[src/rtl/uetd_pkg.sv]
// ----------------------------------------------------------------------------
// uetd_pkg: shared definitions for the echo-to-distance converter
// Widths, register codes and reset values, the temperature-to-pace table and
// the records passed between the top level and the pipelined divider.
// ----------------------------------------------------------------------------
package uetd_pkg;

    localparam int DISTANCE_LIMIT = 1023;

    localparam int ECHO_W  = 16;
    localparam int TEMP_W  = 8;
    localparam int DIST_W  = 10;
    localparam int PACE_W  = 6;
    localparam int PACE2_W = PACE_W + 1;
    // Echo plus round-trip pace minus one.
    localparam int SUM_W   = ECHO_W + 1;
    // The smallest round-trip pace is 48, so the quotient stays below 2048.
    localparam int QUOT_W  = 11;
    localparam int CFG_IDX_W  = 2;
    localparam int CFG_DATA_W = 10;

    localparam logic [TEMP_W-1:0] AIR_TEMP_RESET = TEMP_W'(20);
    localparam logic [DIST_W-1:0] MIN_DIST_RESET = DIST_W'(2);
    localparam logic [DIST_W-1:0] MAX_DIST_RESET = DIST_W'(400);

    typedef enum logic [CFG_IDX_W-1:0] {
        CFG_AIR_TEMP = 2'd0,
        CFG_MIN_DIST = 2'd1,
        CFG_MAX_DIST = 2'd2
    } t_cfg_idx;

    typedef struct packed {
        logic [SUM_W-1:0]   sum;
        logic [PACE2_W-1:0] pace2;
        logic               nz;
    } t_div_in;

    typedef struct packed {
        logic [QUOT_W-1:0] quot;
        logic              nz;
    } t_div_out;

    // One-way sound pace in whole microseconds per centimetre, that is
    // floor(10000000 / (331300 + 606*t)). The pace falls by one at each
    // temperature edge below, so the table is kept as its breakpoints.
    function automatic logic [PACE_W-1:0] pace_of_temp(input logic signed [TEMP_W-1:0] t);
        logic [PACE_W-1:0] p;
        if      (t <= -124) p = 6'd39;
        else if (t <= -113) p = 6'd38;
        else if (t <= -101) p = 6'd37;
        else if (t <= -89)  p = 6'd36;
        else if (t <= -76)  p = 6'd35;
        else if (t <= -62)  p = 6'd34;
        else if (t <= -47)  p = 6'd33;
        else if (t <= -32)  p = 6'd32;
        else if (t <= -15)  p = 6'd31;
        else if (t <= 3)    p = 6'd30;
        else if (t <= 22)   p = 6'd29;
        else if (t <= 42)   p = 6'd28;
        else if (t <= 64)   p = 6'd27;
        else if (t <= 87)   p = 6'd26;
        else if (t <= 113)  p = 6'd25;
        else                p = 6'd24;
        return p;
    endfunction

endpackage

[src/rtl/uetd_divider.sv]
// ----------------------------------------------------------------------------
// uetd_divider: pipelined restoring divider
// Produces one quotient bit per stage, most significant first. Every stage
// holds its own valid bit and moves on when the stage after it has room.
// ----------------------------------------------------------------------------
module uetd_divider
    import uetd_pkg::*;
(
    input  logic     i_clk,
    input  logic     i_rst_n,
    input  logic     i_in_valid,
    output logic     o_in_ready,
    input  t_div_in  i_in_data,
    output logic     o_out_valid,
    input  logic     i_out_ready,
    output t_div_out o_out_data
);

    logic                 r_v    [QUOT_W];
    logic [SUM_W-1:0]     r_rem  [QUOT_W];
    logic [QUOT_W-1:0]    r_quot [QUOT_W];
    logic [PACE2_W-1:0]   r_div  [QUOT_W];
    logic                 r_nz   [QUOT_W];
    logic [QUOT_W:0]      w_ready;

    assign w_ready[QUOT_W] = i_out_ready;

    for (genvar k = 0; k < QUOT_W; k++) begin : g_stage
        localparam int BIT = QUOT_W - 1 - k;
        localparam logic [QUOT_W-1:0] MASK = QUOT_W'(1) << BIT;

        logic                 src_v;
        logic [SUM_W-1:0]     src_rem;
        logic [QUOT_W-1:0]    src_quot;
        logic [PACE2_W-1:0]   src_div;
        logic                 src_nz;
        logic [SUM_W:0]       trial;

        if (k == 0) begin : g_first
            assign src_v    = i_in_valid;
            assign src_rem  = i_in_data.sum;
            assign src_quot = '0;
            assign src_div  = i_in_data.pace2;
            assign src_nz   = i_in_data.nz;
        end else begin : g_next
            assign src_v    = r_v[k-1];
            assign src_rem  = r_rem[k-1];
            assign src_quot = r_quot[k-1];
            assign src_div  = r_div[k-1];
            assign src_nz   = r_nz[k-1];
        end

        // A borrow out of the top bit means the shifted divisor did not fit.
        assign trial = {1'b0, src_rem}
                     - ({{(SUM_W + 1 - PACE2_W){1'b0}}, src_div} << BIT);

        assign w_ready[k] = !r_v[k] || w_ready[k+1];

        always_ff @(posedge i_clk) begin
            if (!i_rst_n) begin
                r_v[k] <= 1'b0;
            end else if (w_ready[k]) begin
                r_v[k] <= src_v;
            end
        end

        always_ff @(posedge i_clk) begin
            if (w_ready[k] && src_v) begin
                r_rem[k]  <= trial[SUM_W] ? src_rem : trial[SUM_W-1:0];
                r_quot[k] <= trial[SUM_W] ? src_quot : (src_quot | MASK);
                r_div[k]  <= src_div;
                r_nz[k]   <= src_nz;
            end
        end
    end

    assign o_in_ready  = w_ready[0];
    assign o_out_valid = r_v[QUOT_W-1];
    assign o_out_data  = '{quot: r_quot[QUOT_W-1], nz: r_nz[QUOT_W-1]};

endmodule

[src/rtl/ultrasonic_echo_to_distance.sv]
// ----------------------------------------------------------------------------
// ultrasonic_echo_to_distance: temperature-compensated echo-to-distance
// Turns an echo high time in microseconds into a distance in centimetres and
// checks it against the programmed limits.
// ----------------------------------------------------------------------------
// Usage:
// Echo times arrive on the input channel (i_in_valid / o_in_stall); a request
// is taken at a clock edge with i_in_valid high and o_in_stall low. Each one
// gives exactly one result on the output channel (o_out_valid / i_out_stall),
// in order. A result shows o_distance_cm and o_distance_valid; a timeout
// (zero echo) or a distance outside the limits gives valid 0 and distance 0.
// One request can be taken every cycle while o_in_stall is low. Each taken
// request passes one input stage that looks up the pace and forms the
// rounded-up dividend, eleven divider stages that each settle one quotient
// bit, and the output register with the limit check.
// When the receiver stalls, the output register holds its result and the
// stages behind it keep filling up until each holds a request; only then is
// o_in_stall raised. The configuration port is a plain write port; the user
// must write it only while no request is in flight; the block does not enforce it.
// A synchronous reset empties the pipeline and loads temperature 20 C,
// minimum 2 cm and maximum 400 cm.
// ----------------------------------------------------------------------------
module ultrasonic_echo_to_distance
    import uetd_pkg::*;
(
    input  logic                  i_clk,
    input  logic                  i_rst_n,
    input  logic                  i_cfg_we,
    input  logic [CFG_IDX_W-1:0]  i_cfg_idx,
    input  logic [CFG_DATA_W-1:0] i_cfg_data,
    input  logic                  i_in_valid,
    output logic                  o_in_stall,
    input  logic [ECHO_W-1:0]     i_echo_time,
    output logic                  o_out_valid,
    input  logic                  i_out_stall,
    output logic [DIST_W-1:0]     o_distance_cm,
    output logic                  o_distance_valid
);

    localparam logic [SUM_W-1:0] LIMIT_EXT = SUM_W'(DISTANCE_LIMIT);

    logic [TEMP_W-1:0]  r_air_temp;
    logic [DIST_W-1:0]  r_min_dist;
    logic [DIST_W-1:0]  r_max_dist;

    logic               r_s0_v;
    t_div_in            r_s0;
    t_div_in            n_s0;
    logic               w_s0_ready;

    logic               w_div_in_ready;
    logic               w_div_v;
    t_div_out           w_div;
    logic               w_out_ready;

    logic [DIST_W-1:0]  w_lo;
    logic [DIST_W-1:0]  w_hi_raised;
    logic [DIST_W-1:0]  w_hi;
    logic               w_ok;

    logic               r_out_v;
    logic [DIST_W-1:0]  r_dist;
    logic               r_dist_ok;

    // Configuration registers; an index beyond the list is dropped.
    always_ff @(posedge i_clk) begin
        if (!i_rst_n) begin
            r_air_temp <= AIR_TEMP_RESET;
            r_min_dist <= MIN_DIST_RESET;
            r_max_dist <= MAX_DIST_RESET;
        end else if (i_cfg_we) begin
            unique case (t_cfg_idx'(i_cfg_idx))
                CFG_AIR_TEMP: r_air_temp <= i_cfg_data[TEMP_W-1:0];
                CFG_MIN_DIST: r_min_dist <= i_cfg_data[DIST_W-1:0];
                CFG_MAX_DIST: r_max_dist <= i_cfg_data[DIST_W-1:0];
                default: ;
            endcase
        end
    end

    // Input stage: round-trip pace and the dividend that rounds the quotient up.
    always_comb begin
        n_s0.pace2 = {pace_of_temp(r_air_temp), 1'b0};
        n_s0.sum   = SUM_W'(i_echo_time) + SUM_W'(n_s0.pace2) - SUM_W'(1);
        n_s0.nz    = (i_echo_time != '0);
    end

    assign w_s0_ready = !r_s0_v || w_div_in_ready;
    assign o_in_stall = !w_s0_ready;

    always_ff @(posedge i_clk) begin
        if (!i_rst_n) begin
            r_s0_v <= 1'b0;
        end else if (w_s0_ready) begin
            r_s0_v <= i_in_valid;
        end
    end

    always_ff @(posedge i_clk) begin
        if (w_s0_ready && i_in_valid) begin
            r_s0 <= n_s0;
        end
    end

    uetd_divider u_divider (
        .i_clk       (i_clk),
        .i_rst_n     (i_rst_n),
        .i_in_valid  (r_s0_v),
        .o_in_ready  (w_div_in_ready),
        .i_in_data   (r_s0),
        .o_out_valid (w_div_v),
        .i_out_ready (w_out_ready),
        .o_out_data  (w_div)
    );

    // Effective limits; the maximum is never below the minimum.
    always_comb begin
        w_lo = ({{(SUM_W - DIST_W){1'b0}}, r_min_dist} > LIMIT_EXT)
             ? LIMIT_EXT[DIST_W-1:0] : r_min_dist;
        w_hi_raised = (r_max_dist < w_lo) ? w_lo : r_max_dist;
        w_hi = ({{(SUM_W - DIST_W){1'b0}}, w_hi_raised} > LIMIT_EXT)
             ? LIMIT_EXT[DIST_W-1:0] : w_hi_raised;
        w_ok = w_div.nz
            && (w_div.quot >= QUOT_W'(w_lo))
            && (w_div.quot <= QUOT_W'(w_hi));
    end

    assign w_out_ready = !r_out_v || !i_out_stall;

    always_ff @(posedge i_clk) begin
        if (!i_rst_n) begin
            r_out_v <= 1'b0;
        end else if (w_out_ready) begin
            r_out_v <= w_div_v;
        end
    end

    always_ff @(posedge i_clk) begin
        if (w_out_ready && w_div_v) begin
            r_dist    <= w_ok ? w_div.quot[DIST_W-1:0] : '0;
            r_dist_ok <= w_ok;
        end
    end

    assign o_out_valid      = r_out_v;
    assign o_distance_cm    = r_dist;
    assign o_distance_valid = r_dist_ok;

`ifndef NO_ASSERTIONS
    a_empty_after_reset: assert property (@(posedge i_clk)
        !i_rst_n |=> !o_out_valid)
        else $error("result shown right after reset");

    a_valid_in_limits: assert property (@(posedge i_clk) disable iff (!i_rst_n)
        (o_out_valid && o_distance_valid)
        |-> (o_distance_cm >= w_lo) && (o_distance_cm <= w_hi))
        else $error("distance flagged valid outside the limits");

    a_invalid_is_zero: assert property (@(posedge i_clk) disable iff (!i_rst_n)
        (o_out_valid && !o_distance_valid) |-> (o_distance_cm == '0))
        else $error("rejected distance is not zero");

    a_stall_only_when_full: assert property (@(posedge i_clk) disable iff (!i_rst_n)
        o_in_stall |-> (r_s0_v && o_out_valid && i_out_stall))
        else $error("input stalled while the pipeline has room");
`endif

endmodule
[config.mk]
export PLATFORM = sky130hd
export DESIGN_NAME = ultrasonic_echo_to_distance
export DESIGN_NICKNAME = d
export VERILOG_FILES = /design/src/rtl/uetd_pkg.sv /design/src/rtl/uetd_divider.sv /design/src/rtl/ultrasonic_echo_to_distance.sv
export SDC_FILE = /design/constraint.sdc
export NUM_CORES = 1
export LEC_CHECK = 0
export BUFFER_PORTS_ARGS = -buffer_cell sky130_fd_sc_hd__clkbuf_2
export CAP_MARGIN = 0
export CORE_MARGIN = 3
export CORE_UTILIZATION = 40
export DETAILED_ROUTE_END_ITERATION = 6
export PLACE_DENSITY = 0.56
export SKIP_CTS_REPAIR_TIMING = 1
export SLEW_MARGIN = 0
export SYNTH_ARGS = -nofsm -noshare
export SYNTH_HDL_FRONTEND = slang
export SYNTH_SLANG_ARGS = --single-unit
[constraint.sdc]
create_clock -name i_clk -period 6.94 [get_ports i_clk]
set_input_delay 0.694 -clock i_clk [delete_from_list [all_inputs] [get_ports i_clk]]
set_output_delay 0.694 -clock i_clk [all_outputs]
set_load 0.02 [all_outputs]
# ---- Word-level counts from Yosys, hierarchy flattened
# Memories as Yosys holds them, arrays and structs flattened.
# Cells that the tools add are included.
dict set report word_totals {
  romBits 0
  latchBits 0
  mem_count 5
  out_inout_bits 13
  word_cells 212
  input_bits 33
  mem_bits_rw 407
  register_bits 65
}
dict set report op_classes {
  reduce_logical 48
  add_sub_neg 13
  n_mux 105
  eq_ne 2
  order_cmp 18
  shifts 0
  n_bitwise 11
  multipliers 0
  div 0
}
# name depth width rd rd_ports_with_merged_regs wr line
set mem_list {}
lappend mem_list {u_divider.r_rem 11 17 10 0 11 uetd_divider.sv:20} ;# logic [SUM_W-1:0] r_rem [QUOT_W];
lappend mem_list {u_divider.r_quot 11 11 11 0 11 uetd_divider.sv:21} ;# logic [QUOT_W-1:0] r_quot [QUOT_W];
lappend mem_list {u_divider.r_div 11 7 10 0 11 uetd_divider.sv:22} ;# logic [PACE2_W-1:0] r_div [QUOT_W];
lappend mem_list {u_divider.r_nz 11 1 11 0 11 uetd_divider.sv:23} ;# logic r_nz [QUOT_W];
lappend mem_list {u_divider.r_v 11 1 11 0 11 uetd_divider.sv:19} ;# logic r_v [QUOT_W];
# op count
set ops {}
lappend ops {{$mux 17} 11}
lappend ops {{$mux 1} 69}
lappend ops {{$le 8x8->1 const B} 8}
lappend ops {{$mux 6} 9}
lappend ops {{$le 8x7->1 const B} 3}
lappend ops {{$mux 10} 2}
lappend ops {{$sub 17x10->18} 1}
lappend ops {{$sub 17x11->18} 1}
lappend ops {{$sub 17x12->18} 1}
lappend ops {{$sub 17x13->18} 1}
lappend ops {{$sub 17x14->18} 1}
lappend ops {{$sub 17x15->18} 1}
lappend ops {{$sub 17x16->18} 1}
lappend ops {{$sub 17x17->18} 1}
lappend ops {{$sub 17x7->18} 1}
lappend ops {{$sub 17x8->18} 1}
lappend ops {{$sub 17x9->18} 1}
lappend ops {{$add 16x7->17} 1}
lappend ops {{$sub 17x1->17 const B} 1}
lappend ops {{$le 8x6->1 const B} 2}
lappend ops {{$reduce_bool 16->1} 1}
lappend ops {{$logic_and 1x1->1} 15}
lappend ops {{$logic_not 1->1} 15}
lappend ops {{$mux 3} 5}
lappend ops {{other kinds (18)} 44}

# ---- Depth between registers and ports, before layout
# Gate-level depths: netlist of run 1.
dict set report depth {
  word_depth 18
  ltp_mapped 17
  depth_no_buf 16
}

# ---- Cells and area by module
# From an unflattened synthesis of run 1, not the netlist that was laid out.
dict set report unflattened {
  hier_cells 1602
  hier_area_um2 19517.5
}
# mod instances cells_per_inst area_each_um2 seq_area_each_um2
set modules_own_cells {}
lappend modules_own_cells {uetd_divider 1 1123 15073.2 9839.4}
lappend modules_own_cells {ultrasonic_echo_to_distance 1 479 4444.3 1621.6}

# ---- Worst setup path after synthesis of run 1
# Ideal clock, no wire load.
dict set report synth_timing {
  path_type {input to register}
  start {input i_out_stall}
  end {memory u_divider.r_div[3][1] in the netlist's numbering, enable pin}
  t_arrival_ns 3.412
  setup_slack_ns 3.077
  required_time_ns 6.489
  setup_ns 0.451
  path_stages 5
  n_path_buf 1
  path_cell_list {and4_1 clkbuf_1 and3_1 and3_1 a21boi_0}
}
# element line
set synth_lines {}
lappend synth_lines {{from (decl)} ultrasonic_echo_to_distance.sv:35} ;# input logic i_out_stall,
lappend synth_lines {{to (decl)} uetd_divider.sv:22}

# ---- Worst setup path in the final report of run 1
dict set report layout_timing {
  start {register r_min_dist[6]}
  end {register r_dist[0] (netlist: o_distance_cm[0]), data pin}
}
dict set report layout_via {
  elab_chain_len 4
  word_cells_on_any_way 6
  cone_classes {3 x order compare; 1 x mux; 2 x reduce/logical}
}
# element line
set layout_lines {}
lappend layout_lines {{from (decl)} ultrasonic_echo_to_distance.sv:43} ;# logic [DIST_W-1:0] r_min_dist;
lappend layout_lines {{from (signal assigned)} ultrasonic_echo_to_distance.sv:74} ;# CFG_MIN_DIST: r_min_dist <= i_cfg_data[DIST_W-1:0];
lappend layout_lines {{$lt 10x10->1} ultrasonic_echo_to_distance.sv:120} ;# w_hi_raised = (r_max_dist < w_lo) ? w_lo : r_max_dist;
lappend layout_lines {{$mux 10} ultrasonic_echo_to_distance.sv:120}
lappend layout_lines {{$le 11x10->1} ultrasonic_echo_to_distance.sv:125} ;# && (w_div.quot <= QUOT_W'(w_hi));
lappend layout_lines {{$logic_and 1x1->1 (*)} ultrasonic_echo_to_distance.sv:125}
lappend layout_lines {{to (signal assigned)} ultrasonic_echo_to_distance.sv:140} ;# r_dist <= w_ok ? w_div.quot[DIST_W-1:0] : '0;
lappend layout_lines {{to (decl)} ultrasonic_echo_to_distance.sv:62} ;# logic [DIST_W-1:0] r_dist;
# Every way passes the cells marked *; elsewhere a longest branch is shown, timed or not.
# A chain may end at the register's enable or synchronous reset.

==> results of run 1 <==
-- sequential cells by signal (all words and copies together), names as in the netlist --
register / count
u_divider.r_nz: 11
r_air_temp: 8
u_divider.r_v: 11
r_max_dist: 10
u_divider.r_rem: 160
o_distance_cm: 10
u_divider.r_div: 50
o_distance_valid: 1
r_min_dist: 10
o_out_valid: 1
r_s0: 22
u_divider.r_quot: 66
r_s0_v: 1
-- where the power goes --
| part | total, mW | internal [mW] | leakage [nW] | switching (mW) |
|---|---|---|---|---|
| registers | 2.44 | 2.42 | 3.22 | 0.0265 |
| clock network | 2.06 | 1.24 | 0.622 | 0.811 |
| logic | 0.300 | 0.137 | 3.62 | 0.164 |
-- Yosys cell counts, types with 8 or more instances --
cell	n	area share, %
o31ai_1	8	0.34
a211oi_1	13	0.56
and2_1	18	0.64
o21ai_0	62	1.8
o21a_1	20	0.86
a21oi_1	63	1.8
nand2b_1	12	0.43
xor2_1	18	0.90
o211ai_1	9	0.38
clkbuf_1	19	0.41
inv_1	132	2.8
nand3_1	34	0.97
nor3_1	37	1.1
mux2_2	31	2.0
nor4_1	9	0.32
mux2i_1	38	2.2
nor2_1	96	2.1
a21boi_0	20	0.86
o21bai_1	9	0.38
ha_1	119	8.5
dfxtp_1	31	3.5
fa_1	11	1.3
a21o_1	16	0.68
nor2b_1	57	2.0
xnor2_1	28	1.4
nand2_1	76	1.6
edfxtp_1	330	56
or2_2	8	0.29
-- cells by family after synthesis --
group,Yosys count,synth area share [%]
muxes,72,4.35
adders and majority gates,130,9.73
DFF,361,60.0
xor gates and xnor gates,46,2.29
buffers and inverters,156,3.38
AOI/OAI and AO/OA,253,9.18
and+or+nand+nor,386,11.1
-- worst paths after layout --
check	start	to	cells past startpoint
worst max register to register	r_min_dist[6]$_SDFFE_PN0P_	o_distance_cm[0]$_SDFFCE_PN0P_	15
worst min-delay path	i_in_valid	r_s0_v$_SDFFE_PN0N_	2
worst max-delay path	r_min_dist[6]$_SDFFE_PN0P_	o_distance_cm[0]$_SDFFCE_PN0P_	15
worst min register to register	u_divider.r_rem[4][5]$_DFFE_PP_	u_divider.r_rem[5][5]$_DFFE_PP_	0
-- through the flow --
stage               instances  power, mW
floorplan                1404       2.71
global placement         2024       2.79
detailed placement       2024       2.79
CTS                      2096       4.88
global route             2096       5.02
finish                   2096       4.80
-- worst max-delay path: stages, from the launching register on --
cell and delay, ps:
dfxtp_1 350, inv_1 70, ha_1 300, a21o_1 180
a211oi_1 240, o211ai_1 120, a21oi_1 560, buf_4 280
mux2i_1 220, ha_1 270, a21o_1 170, a211oi_1 300
nand2b_1 90, o21ai_1 510, nand2_1 140, nor3_1 150
-- metal layers --
metal	wire length, µm	share of wire [%]	vias to the layer above	global-route usage [%]
met2	14200	50	113	22.2
li1	-	-	5275	-
met5	0	0	-	0
met1	12900	45	4830	16.1
met3	842	3.0	46	2.18
met4	628	2.2	0	4.12
-- layout by cell type (no fill, tap or decap), types with 9 or more instances in the layout --
master and count:
nor2b_1 51, and2_1 18, mux2i_1 38, ha_1 119, nor2_1 96, fa_1 11, buf_4 13, dfxtp_1 31
a21o_1 16, mux2_2 31, o21a_1 20, xnor2_1 28, inv_1 132, nor3_1 37, edfxtp_1 330, a211oi_1 13
nand3_1 34, o21ai_0 62, clkbuf_16 43, nand2_1 76, clkbuf_2 45, nand2b_1 12, a21boi_0 18, clkbuf_1 11
o21bai_1 9, nor4_1 9, a21oi_1 63, xor2_1 18, o211ai_1 9
-- area by class of cell --
type                    count  area (µm²)  area share (%)
well taps                 585         732            3.69
repair buffers             58         323            1.63
multi-input cells         887        6460            32.6
flip-flops and latches    361       10500            53.1
clock buffers              54        1120            5.63
inverters                 133         499            2.52
clock inverters            18         178           0.896
==> flow_summary.json, run 1 <==
{
  "status": "complete, no violations",
  "cts_root_buf": "clkbuf_16",
  "tns_ps": 0,
  "hold_viol": 0,
  "required_ps": 7300,
  "grt_max_degree": 52,
  "drive_gt1_share_pct": 11.2,
  "ir_drop_v": 0.000164,
  "ys.flop_type": "edfxtp_1",
  "period_needed_ps": 4120,
  "num_rows": 76,
  "path_clk_slew_ps": 60,
  "critPathMaxFanout": 10,
  "die_x_um": 216,
  "htree_num_levels": 2,
  "fin_ws_ps": 2820,
  "synth_cell_type_count": 65,
  "slew_violations": 0,
  "cp.arrival_ps": 4480,
  "place_ws_ps": 2800,
  "yosys_register_bits": 361,
  "rsz0062_at_grt": "no",
  "netlist_area_um2": 17600,
  "fillers": 3880,
  "diodes": 0,
  "cts_buffers": 41,
  "antenna_found_initial": 0,
  "dp_hpwl_um": 21000,
  "post-route-util_pct": 45.9,
  "io_pins": 46,
  "tritoncts": "done",
  "drtIter0Drc": 647,
  "synth-edff-count": 330,
  "fin_skew_ps": 22.0,
  "wl_um": 28500,
  "p_per_area_nw_per_um2": 242,
  "fmaxAchievable_ghz": 0.243,
  "route.detailed.drc": 0,
  "clock_path_buffers": 3,
  "synth_seq_area_share_pct": 60.0,
  "finalWeightedCongestion": 0.832,
  "nets": 1645,
  "critical_path_class": "flop to flop",
  "die_area_um2": 46400,
  "dr.pass1.iters": 5,
  "first_global_vias": 10500,
  "worst_setup_path_end_kind": "flop",
  "grt_pass1_wl_um": 49800,
  "tightest_slew_ps": 1150,
  "setup_violations": 0,
  "r2r_slack_ps": 2820,
  "drtAntennaViolNets": 0,
  "io_buffer_count": 45,
  "p_leak_nw": 7.45,
  "min_period_over_period_pct": 59.4,
  "via_count": 10300,
  "maxCapViolations": 0,
  "async_flop_share_pct": 0,
  "placed_area_um2": 18500,
  "critPathLaunchType": "flop",
  "syn_to_final_growth_pct": 13.0,
  "slew-limit-headroom_pct": 22.8,
  "synthCells": 1404,
  "hold-worst-slack_ps": 393,
  "wire_per_inst_um": 13.6,
  "yosys_warnings": 0,
  "core_area_um2": 43300,
  "syn_avg_cell_area_um2": 12.5,
  "clock_sinks": 361,
  "clk-insertion-delay-late_ps": 530,
  "syn_nets": 1567,
  "vias_per_cell": 4.90,
  "start_util_pct": 40.6,
  "overflow": 0,
  "fp.dieH_um": 216,
  "final_cell_area_um2": 19800,
  "min_path_type": "primary input to flop",
  "grt_util_all_layers_pct": 12.7
}
Power figures use the tool's default switching activity.
==> run 2: changes to the inputs <==
--- a/config.mk
+++ b/config.mk
@@ -5,6 +5,7 @@
 export SDC_FILE = /design/constraint.sdc
 export NUM_CORES = 1
 export LEC_CHECK = 0
+export ABC_AREA = 1
 export BUFFER_PORTS_ARGS = -buffer_cell sky130_fd_sc_hd__clkbuf_2
 export CAP_MARGIN = 0
 export CORE_MARGIN = 3
==> constraint.sdc (replaced) <==
create_clock -name i_clk -period 3.9 [get_ports i_clk]
set_input_delay 0.39 -clock i_clk [delete_from_list [all_inputs] [get_ports i_clk]]
set_output_delay 0.39 -clock i_clk [all_outputs]
set_load 0.02 [all_outputs]
==> run 2 against run 1 <==
Compared with the run above:
- power rose by 83%
- global-route usage rose by 0.64 points
- sequential share of layout area fell by 0.34 points
- area after synthesis rose by 0.76%
- highest routed layer is now met5
- cell area rose by 0.73%
- synthesized cell count rose by 17%
- sequential power rose by 80%
- core utilization rose by 0.23 points
- die area rose by 0.74%
- combinational power rose by 110%
- final cell count rose by 11%
==> flow_summary.json, run 2 <==
{
  "critical_path_class": "flop to flop",
  "maxCapViolations": 0,
  "io_pins": 46,
  "dp_hpwl_um": 22600,
  "synth_cell_type_count": 53,
  "swShare_pct": 22.6,
  "route.detailed.drc": 0,
  "syn_nets": 1805,
  "min_period_over_period_pct": 89.1,
  "synth_top_area_share_pct": 56.0,
  "hold-worst-slack_ps": 66.2,
  "cp_common_cell": "nand2_1",
  "path_delay_family": "simple AND/OR/NAND/NOR gates",
  "path_clk_slew_ps": 60,
  "placed_area_um2": 18600,
  "synth-edff-count": 330,
  "power.total_mw": 8.78,
  "antenna_found_initial": 1,
  "cts_buffers": 41,
  "setup_violations": 0,
  "async_flop_share_pct": 0,
  "syn_avg_cell_area_um2": 10.8,
  "syn_to_final_growth_pct": 12.9,
  "synthMuxAreaShare_pct": 0.0636,
  "synth_area_leader_cell": "edfxtp_1",
  "clock_sinks": 361,
  "start_util_pct": 40.8,
  "num_rows": 76,
  "synth.most_common_cell": "edfxtp_1",
  "synth_seq_area_share_pct": 59.5,
  "p_comb_share_pct": 7.2,
  "drtIter0Drc": 545,
  "vias_per_cell": 4.72,
  "final_cell_area_um2": 20000,
  "clock_path_buffers": 3,
  "worst_setup_path_end_kind": "flop",
  "drtAntennaViolNets": 0,
  "rsz0062_at_grt": "yes",
  "wl_um": 30000,
  "cp.buffers_inverters": 2,
  "synth_compound_gate_area_share_pct": 9.16,
  "hold_viol": 0,
  "net-switching-power_mw": 1.98,
  "synth_area_leaders": "edfxtp_1 56%, ha_1 8.4%, inv_1 6.0%",
  "ir_drop_v": 0.000267,
  "reg.largest.list": "u_divider.r_rem x160, u_divider.r_quot x66, u_divider.r_div x50",
  "htree_num_levels": 2,
  "critPathSlowestCell": "fa_1",
  "final_cell_mix": "330 x edfxtp_1, 282 x inv_1, 237 x nand2_1",
  "dr.pass1.iters": 5,
  "tightest_slew_ps": 1030,
  "status": "complete, no violations",
  "synthXorXnorAreaFrac_pct": 2.92,
  "critPathLaunchType": "flop",
  "cts_root_buf": "clkbuf_16",
  "ys.flop_type": "edfxtp_1",
  "min_path_type": "primary input to flop",
  "cp.arrival_ps": 3760,
  "die_x_um": 216,
  "fin_skew_ps": 24.9,
  "p_leak_nw": 8.14,
  "wire_per_inst_um": 12.9,
  "layout_commonest_cell": "edfxtp_1",
  "required_ps": 4190,
  "via_count": 11000,
  "drive_gt1_share_pct": 9.44,
  "first_global_vias": 11100,
  "synth_top_family_by_area": "simple AND/OR/NAND/NOR gates",
  "die_area_um2": 46800,
  "grt_max_degree": 37,
  "fp.dieH_um": 216,
  "nets": 1878,
  "tritoncts": "done",
  "slew_violations": 0,
  "yosys_warnings": 0,
  "yosys.area_share.simple_pct": 12.0,
  "period_needed_ps": 3470,
  "grt_pass1_wl_um": 51900,
  "critPathMaxFanout": 6,
  "netlist_area_um2": 17700,
  "p_per_area_nw_per_um2": 439,
  "grt_util_all_layers_pct": 13.3,
  "slew-limit-headroom_pct": 31.1,
  "synth_adder_area_share_pct": 9.66,
  "yosys_register_bits": 361,
  "synthCells": 1642,
  "p_clk_share_pct": 42.7,
  "power_frac_seq_pct": 50.0,
  "place_ws_ps": 190,
  "diodes": 0,
  "core_area_um2": 43400,
  "netlist_top_cells_count": "330 x edfxtp_1, 283 x inv_1, 237 x nand2_1, 127 x nor2_1, 121 x o21ai_0",
  "fin_ws_ps": 426,
  "p_int_mw": 6.79,
  "overflow": 0,
  "io_buffer_count": 45,
  "largest-register": "u_divider.r_rem",
  "clk-insertion-delay-late_ps": 560,
  "cpPeakStageDelay_ps": 410,
  "fmaxAchievable_ghz": 0.288,
  "largest_reg_flops": 160,
  "finalWeightedCongestion": 0.820
}
run 2: changes by cell type after synthesis, sizes merged, moves of 17 or more:
cell / previous run / this run
a21boi: 20 / 3
a21oi: 63 / 117
and2: 18 / 0
inv: 133 / 285
mux2: 34 / 1
mux2i: 38 / 0
nand2: 76 / 247
nor2: 96 / 136
nor2b: 58 / 0
o21a: 20 / 2
o21ai: 65 / 133
xor2: 18 / 43
run 2: final cells by class:
cell class	count	area (µm²)
Timing Repair Buffer	53	285
Fill cell	4053	23400
Clock inverter	30	285
Clock buffer	46	1040
Sequential cell	361	10500
Multi-Input combinational cell	973	6030
Inverter	285	1070
Tap cell	585	732
run 2: metrics by stage:
step,TNS (ps),utilization [%],instances
finish,0,46.1,2333
global route,-35.2,46.1,2333
CTS,0,46.0,2333
detailed placement,0,42.9,2257
global placement,0,42.9,2257
floorplan,0,-,1642
run 2: metal layers:
metal | wire length [µm] | track usage [%]
met1 | 13400 | 16.5
met4 | 692 | 4.07
met5 | 13 | 0
met2 | 14900 | 23.6
met3 | 984 | 2.82
run 2: power groups by stage:
stage,combinational (mW),clock (mW),sequential [mW]
3_5_place_dp,0.638,0,4.47
3_3_place_gp,0.625,0,4.47
4_1_cts,0.641,3.87,4.39
6_report,0.634,3.75,4.39
5_1_grt,0.745,4.06,4.40
2_1_floorplan,0.481,0,4.44
run 2: worst register-to-register path, delay by kind of cell (launching register included):
kind                     cells  cell delay [ps]
XOR/XNOR                     1              150
AO/OA/AOI/OAI                1               70
buffers and inverters        2              150
adder cells (fa/ha/maj)      3              890
AND/OR/NAND/NOR             23             1570
flip-flops                   1              380
run 2: worst paths after layout:
| kind | cells past startpoint | to | startpoint | slack [ps] |
|---|---|---|---|---|
| worst min-delay path | 3 | r_max_dist[8]$_SDFFE_PN1P_ | i_cfg_data[8] | 70 |
| worst min register to register | 0 | u_divider.r_rem[3][1]$_DFFE_PP_ | u_divider.r_rem[2][1]$_DFFE_PP_ | 410 |
| worst max register to register | 30 | r_s0[23]$_DFFE_PP_ | r_air_temp[4]$_SDFFE_PN1P_ | 430 |
| worst max-delay path | 30 | r_s0[23]$_DFFE_PP_ | r_air_temp[4]$_SDFFE_PN1P_ | 430 |
run 2: cells by family (layout without fill, tap and decap cells):
group	Yosys count	count (layout)
AO/OA/AOI/OAI	297	297
flip-flops	361	361
AND/OR/NAND/NOR	486	486
buffers and inverters	308	414
XOR/XNOR	59	59
adder cells (fa/ha/maj)	130	130
multiplexers	1	1
==> run 3: changes to the inputs <==
--- a/config.mk
+++ b/config.mk
@@ -8,10 +8,11 @@
 export ABC_AREA = 1
 export BUFFER_PORTS_ARGS = -buffer_cell sky130_fd_sc_hd__clkbuf_2
 export CAP_MARGIN = 0
-export CORE_MARGIN = 3
+export CORE_MARGIN = 2
 export CORE_UTILIZATION = 40
 export DETAILED_ROUTE_END_ITERATION = 6
 export PLACE_DENSITY = 0.56
+export RECOVER_POWER = 100
 export SKIP_CTS_REPAIR_TIMING = 1
 export SLEW_MARGIN = 0
 export SYNTH_ARGS = -nofsm -noshare
==> run 3 against run 2 <==
Compared with the run above:
- the run now ends with capacitance limit, slew limit left
- global-route usage shrank 0.17 points
- via count shrank 0.18%
- maximum frequency shrank 0.39%
- combinational power shrank 2%
- final cell count is essentially flat
- die area shrank 1.8%
- non-clock buffer count grew 1
- largest power group unchanged
==> flow_summary.json, run 3 (synthesized netlist as in run 2, its figures left out) <==
{
  "status": "finished, violations left",
  "violations": "capacitance limit, slew limit",
  "p_leak_nw": 8.03,
  "required_ps": 4150,
  "setup_violations": 0,
  "power_frac_seq_pct": 50.8,
  "fp.dieH_um": 214,
  "slew-limit-headroom_pct": -7.19,
  "period_needed_ps": 3490,
  "fmaxAchievable_ghz": 0.287,
  "slew_violations": 64,
  "io_pins": 46,
  "clk-insertion-delay-late_ps": 520,
  "post-route-util_pct": 45.1,
  "overflow": 0,
  "cp.depth": 30,
  "critical_path_class": "flop to flop",
  "critPathLaunchType": "flop",
  "grt_util_all_layers_pct": 13.2,
  "dr.pass1.iters": 5,
  "fin_skew_ps": 12.0,
  "cp_common_cell": "nand2_1",
  "p_clk_share_pct": 42.0,
  "dp_hpwl_um": 22100,
  "hold_depth": 3,
  "clock_path_buffers": 3,
  "hold_viol": 0,
  "p_per_area_nw_per_um2": 436,
  "r2r_cells": 30,
  "min_path_type": "primary input to flop",
  "finalWeightedCongestion": 0.877,
  "maxCapViolations": 2,
  "largest_reg_flops": 160,
  "critPathSlowestCell": "fa_1",
  "antenna_found_initial": 0,
  "path_delay_family": "simple AND/OR/NAND/NOR gates",
  "swShare_pct": 21.8,
  "net-switching-power_mw": 1.88,
  "final_cell_mix": "330 x edfxtp_1, 285 x inv_1, 243 x nand2_1",
  "seqCellArea_um2": 10500,
  "first_global_vias": 11000,
  "tritoncts": "done",
  "tightest_slew_ps": 1610,
  "drive_gt1_share_pct": 6.94,
  "p_int_mw": 6.75,
  "rsz0062_at_grt": "no",
  "path_clk_slew_ps": 60,
  "grt_pass1_wl_um": 50800,
  "cpPeakStageDelay_ps": 410,
  "diodes": 0,
  "cts_buffers": 39,
  "min_period_over_period_pct": 89.4,
  "worst_setup_path_end_kind": "flop",
  "vias_per_cell": 4.71,
  "drtAntennaViolNets": 0,
  "wire_per_inst_um": 12.5,
  "clock_sinks": 361,
  "start_util_pct": 40.3,
  "cp.arrival_ps": 3740,
  "drtIter0Drc": 565,
  "grt_max_degree": 37,
  "io_buffer_count": 45,
  "num_rows": 77,
  "ir_drop_v": 0.000326,
  "wl_um": 29300,
  "via_count": 11000,
  "nets": 1877,
  "syn_to_final_growth_pct": 11.9,
  "die_area_um2": 45900,
  "reg.largest.list": "u_divider.r_rem x160, u_divider.r_quot x66, u_divider.r_div x50",
  "layout_commonest_cell": "edfxtp_1",
  "largest-register": "u_divider.r_rem",
  "core_area_um2": 43900,
  "critPathMaxFanout": 5,
  "cp.buffers_inverters": 2,
  "tns_ps": 0,
  "p_comb_share_pct": 7.2,
  "multiInputGateArea_um2": 5930,
  "htree_num_levels": 2,
  "die_x_um": 214,
  "cts_root_buf": "clkbuf_16",
  "route.detailed.drc": 0,
  "fillers": 4134
}
==> run 3: changes by cell type in the layout (fill, tap and decap cells not counted), sizes merged <==
| cell | before | now |
|---|---|---|
| buf | 8 | 3 |
| clkbuf | 91 | 98 |
| clkinv | 21 | 14 |
| clkinvlp | 2 | 4 |
| inv | 288 | 286 |
==> run 3: metrics by stage <==
stage               power [mW]  area, µm²  setup slack (ps)  std cells  hold WS (ps)
global route              9.02      19800              8.34       2335           115
CTS                       8.75      19900               270       2334          65.6
global placement          5.08      18600               327       2264           401
detailed placement        5.10      18600               329       2264           405
floorplan                 4.92      17700               705       1642           400
finish                    8.63      19800               412       2335          93.2
==> run 3: power groups by stage <==
stage / clock, mW / sequential [mW] / combinational [mW]
after floorplan: 0 / 4.44 / 0.481
after CTS: 3.73 / 4.39 / 0.630
after global routing: 3.89 / 4.40 / 0.732
after global placement: 0 / 4.47 / 0.615
final: 3.62 / 4.39 / 0.621
after detailed placement: 0 / 4.47 / 0.626
==> run 3: worst min-delay path, delay by kind of cell <==
kind / cells / cell delay [ps]
buffers and inverters: 1 / 90
AND/OR/NAND/NOR: 2 / 100
==> run 3: per-layer routing <==
layer	global-route usage [%]	vias up	routed length [µm]
li1	-	5748	-
met1	16.2	5064	13400
met2	23.6	130	14300
met3	2.41	49	955
met4	4.00	0	620
met5	0	-	0
==> run 3: area by class of cell <==
class                      instances  share of cell area, %
sequential                       361                   53.2
multi-input combinational        973                   29.9
clock inverter                    23                   1.10
clock buffer                      47                   5.30
timing repair buffer              54                   1.29
tap                              592                   3.74
inverter                         285                   5.40
==> run 3: final timing paths <==
path                                        startpoint                               end  slack [ps]
setup reg to reg            r_air_temp[2]$_SDFFE_PN1P_                r_s0[23]$_DFFE_PP_         410
setup / recovery            r_air_temp[2]$_SDFFE_PN1P_                r_s0[23]$_DFFE_PP_         410
hold / removal                           i_cfg_data[8]        r_max_dist[8]$_SDFFE_PN1P_          90
hold reg to reg   u_divider.r_quot[4][6]$_SDFFCE_PN1P_  u_divider.r_quot[5][6]$_DFFE_PP_         410
